===== src/hw/rtl/wireless_intrusion_rate_detector_top_defines.svh =====
// assertion macros for the wireless intrusion rate detector
`ifndef WIRELESS_INTRUSION_RATE_DETECTOR_TOP_DEFINES_SVH
`define WIRELESS_INTRUSION_RATE_DETECTOR_TOP_DEFINES_SVH
`ifndef SYNTHESIS
`define WIRD_ASSERT(lbl, prop) \
    lbl: assert property (@(posedge i_clk) disable iff (!i_rst_n) prop) \
        else $error("wird assertion failed");
`define WIRD_ASSERT_ANY(lbl, prop) \
    lbl: assert property (@(posedge i_clk) prop) \
        else $error("wird assertion failed");
`else
`define WIRD_ASSERT(lbl, prop)
`define WIRD_ASSERT_ANY(lbl, prop)
`endif
`endif


===== src/hw/rtl/wird_ram.sv =====
// single write port ram with registered read
module wird_ram #(
    parameter int W  = 48,
    parameter int AW = 4
) (
    input  logic          i_clk,
    input  logic          i_we,
    input  logic [AW-1:0] i_waddr,
    input  logic [W-1:0]  i_wdata,
    input  logic [AW-1:0] i_raddr,
    output logic [W-1:0]  o_rdata
);
    logic [W-1:0] r_mem [2**AW];
    logic [W-1:0] r_rdata;

    always_ff @(posedge i_clk) begin
        if (i_we) begin
            r_mem[i_waddr] <= i_wdata;
        end
        r_rdata <= r_mem[i_raddr];
    end

    assign o_rdata = r_rdata;
endmodule


===== config.mk =====
export PLATFORM = sky130hd
export DESIGN_NAME = wird_ram
export DESIGN_NICKNAME = d
export VERILOG_FILES = /design/src/hw/rtl/wireless_intrusion_rate_detector_top_defines.svh /design/src/hw/rtl/wird_ram.sv
export SDC_FILE = /design/constraint.sdc
export NUM_CORES = 1
export LEC_CHECK = 0
export BUFFER_PORTS_ARGS = -buffer_cell sky130_fd_sc_hd__clkbuf_2
export CAP_MARGIN = 0
export CORE_MARGIN = 4
export CORE_UTILIZATION = 50
export CTS_BUF_LIST = sky130_fd_sc_hd__clkbuf_4 sky130_fd_sc_hd__clkbuf_8
export DETAILED_ROUTE_END_ITERATION = 8
export PLACE_DENSITY = 0.78
export SLEW_MARGIN = 30
export SYNTH_ARGS = -nofsm -noshare
export SYNTH_HDL_FRONTEND = slang
export SYNTH_SLANG_ARGS = --single-unit

===== constraint.sdc =====
create_clock -name i_clk -period 6.3 [get_ports i_clk]
set_input_delay 0.63 -clock i_clk [delete_from_list [all_inputs] [get_ports i_clk]]
set_output_delay 0.63 -clock i_clk [all_outputs]
set_load 0.02 [all_outputs]

==> results.json <==
{
  "status": "finished clean",
  "final-hold-violation-count": 0,
  "fp.dieH_um": 252,
  "cts_htree_levels": 4,
  "start_util": 0.504,
  "required_ns": 6.68,
  "grt_max_degree": 122,
  "vdd_drop_max_mv": 0.234,
  "cp-start-kind": "input port",
  "gp_congestion": 0.723,
  "synth-compound-area-share": 0.0243,
  "arrival_ns": 2.67,
  "synth.area.top_cells": "edfxtp_1 78%, mux4_2 15%, dfxtp_1 3.2%, a22oi_1 2.4%, nand2_1 0.62%",
  "cts_hold_buf": 0,
  "overflow": 0,
  "insertion_delay_ns": 0.77,
  "maxCapViolCount": 0,
  "p_per_area_nw_per_um2": 326,
  "cts-resized-gates": 0,
  "grt_pass1_vias": 14400,
  "finalMaxSlewViolations": 0,
  "cp-end-kind": "flip-flop",
  "fin_crit_ns": 2.28,
  "routed_wl_mm": 62.4,
  "vias_per_cell": 5.89,
  "syn_nets": 1300,
  "dieArea_um2": 63400,
  "leakagePower_nw": 11.0,
  "tns_ns": 0,
  "port_buffers": 105,
  "wire_per_inst_um": 26.9,
  "post-route-period-util": 0.362,
  "tightest_slew_ns": 1.02,
  "drc_errors": 0,
  "synth_largest_area_cell": "edfxtp_1",
  "core_um2": 58900,
  "syn_inst": 1242,
  "ant_nets": 0,
  "cts_setup_buffers": 0,
  "place_hpwl_mm": 29.8,
  "synth_mux_area_frac": 0.146,
  "synth.avg_cell_area_um2": 23.9,
  "setup_viol": 0,
  "yosysSeqAreaShare": 0.809,
  "cts_buffers": 131,
  "nets": 1502,
  "cp_max_fo": 28,
  "synth.distinct_cells": 17,
  "fp-row-count": 89,
  "drt_iter0_drc": 1420,
  "slew-limit-headroom": 0.319,
  "dieWidth_um": 252,
  "cts-root-buf": "clkbuf_8",
  "grt_pass1_wl_mm": 92.9,
  "cts_tree": "yes",
  "final_layout_size_suffix_gt1_frac": 0.368,
  "max_freq_mhz": 438,
  "rsz0062_at_grt": "no",
  "min_path_type": "in -> reg",
  "cts.clk_slew.worst_paths_ns": 0.06,
  "synth_top_family_by_area": "multiplexers",
  "yosys_warnings": 0,
  "first_pass_iters": 5,
  "syn2layout_area_growth_pct": 14.2,
  "yosys.area_share.simple": 0.0105,
  "synthXorXnorAreaFrac": 0,
  "routed-via-count": 13700,
  "synth_top_area_share": 0.777,
  "yosys.area_share.adder": 0,
  "grt_usage": 0.201,
  "clock-skew-final_ns": 0.0237,
  "ys_ff_latch": 816,
  "clkSinkCount": 816,
  "antenna_found_initial": 8,
  "worstSetupPathType": "in -> reg",
  "clockBufferDepth": 3,
  "total_power_mw": 11.1,
  "syn_area_um2": 29700,
  "ios": 106
}
[metal layers]
| metal | up-vias | track usage | wire length (µm) |
|---|---|---|---|
| li1 | 5744 | - | - |
| met1 | 7160 | 0.265 | 23700 |
| met2 | 669 | 0.331 | 31900 |
| met3 | 97 | 0.0608 | 5580 |
| met4 | 8 | 0.0586 | 1100 |
| met5 | - | 0 | 54 |
[kinds of logic (layout without fill, tap and decap cells)]
logic type             count (synthesis)  after routing
flip-flops                           816            816
multiplexers                         192            192
AO/OA/AOI/OAI                         96             96
AND/OR/NAND/NOR                       75             75
buffers and inverters                 63            366
other                                  0              3
[path summary, 6_finish.rpt]
| path | startpoint | to | slack, ns | cells after the start |
|---|---|---|---|---|
| max | i_waddr[2] | r_mem[9][8] | 4.02 | 4 |
| min | i_wdata[17] | r_mem[14][17] | 0.25 | 1 |
| max reg2reg | r_mem[11][0] | o_rdata[0] | 4.85 | 3 |
| min reg2reg | r_mem[14][18] | o_rdata[18] | 0.65 | 3 |
[stage by stage]
step | util | instance area [µm²] | cells | worst slack [ns] | hold WS, ns
5_1_grt | 0.576 | 33900 | 2319 | 3.81 | 0.225
6_report | 0.576 | 33900 | 2321 | 4.02 | 0.255
2_1_floorplan | - | 29700 | 1242 | 1.37 | 0.635
3_3_place_gp | 0.530 | 31200 | 2081 | 3.15 | 0.650
4_1_cts | 0.576 | 33900 | 2318 | 4.02 | 0.187
3_5_place_dp | 0.532 | 31300 | 2084 | 3.20 | 0.652
[flip-flops by register name, indices dropped and copies added, names as in the netlist]
signal,cells
r_mem,768
o_rdata,48
[final cells by class]
cell class	count	area [µm²]
repair buffers	132	833
clock buffers	198	2390
fillers	3987	25000
multi-input cells	363	5490
diodes	3	7.51
well taps	773	967
flip-flops and latches	816	24000
clock inverters	36	199
[synth_stat cells (all sizes together)]
| cell | number |
|---|---|
| nand2 | 49 |
| dfxtp | 48 |
| nand3 | 1 |
| nand3b | 2 |
| buf | 35 |
| or3b | 1 |
| clkbuf | 28 |
| edfxtp | 768 |
| nor3 | 4 |
| mux4 | 192 |
| nand2b | 2 |
| a22oi | 96 |
| nor2 | 13 |
| nor2b | 2 |
| and2 | 1 |
[cell usage in the layout, fill, tap and decap left out, types with 11 or more instances in the layout]
master      n
clkbuf_8  145
nand2_1    49
clkbuf_2  103
clkinv_2   14
clkinv_1   11
buf_4      21
dfxtp_1    48
edfxtp_1  768
a22oi_1    96
clkbuf_4   53
nor2_4     13
mux4_2    192
[report_power, final]
part	switching (mW)	internal (mW)	leakage, nW
clock network	1.96	2.43	1.38
logic	0.335	0.210	2.28
registers	0.0409	6.07	7.34
total	2.34	8.71	11.0
[critical path: stages]
cell and delay, ns:
clkbuf_2 0.10, nand3b_1 0.38, nor2_4 0.89, buf_4 0.65
Note: power is estimated with default switching activity, not from simulation.
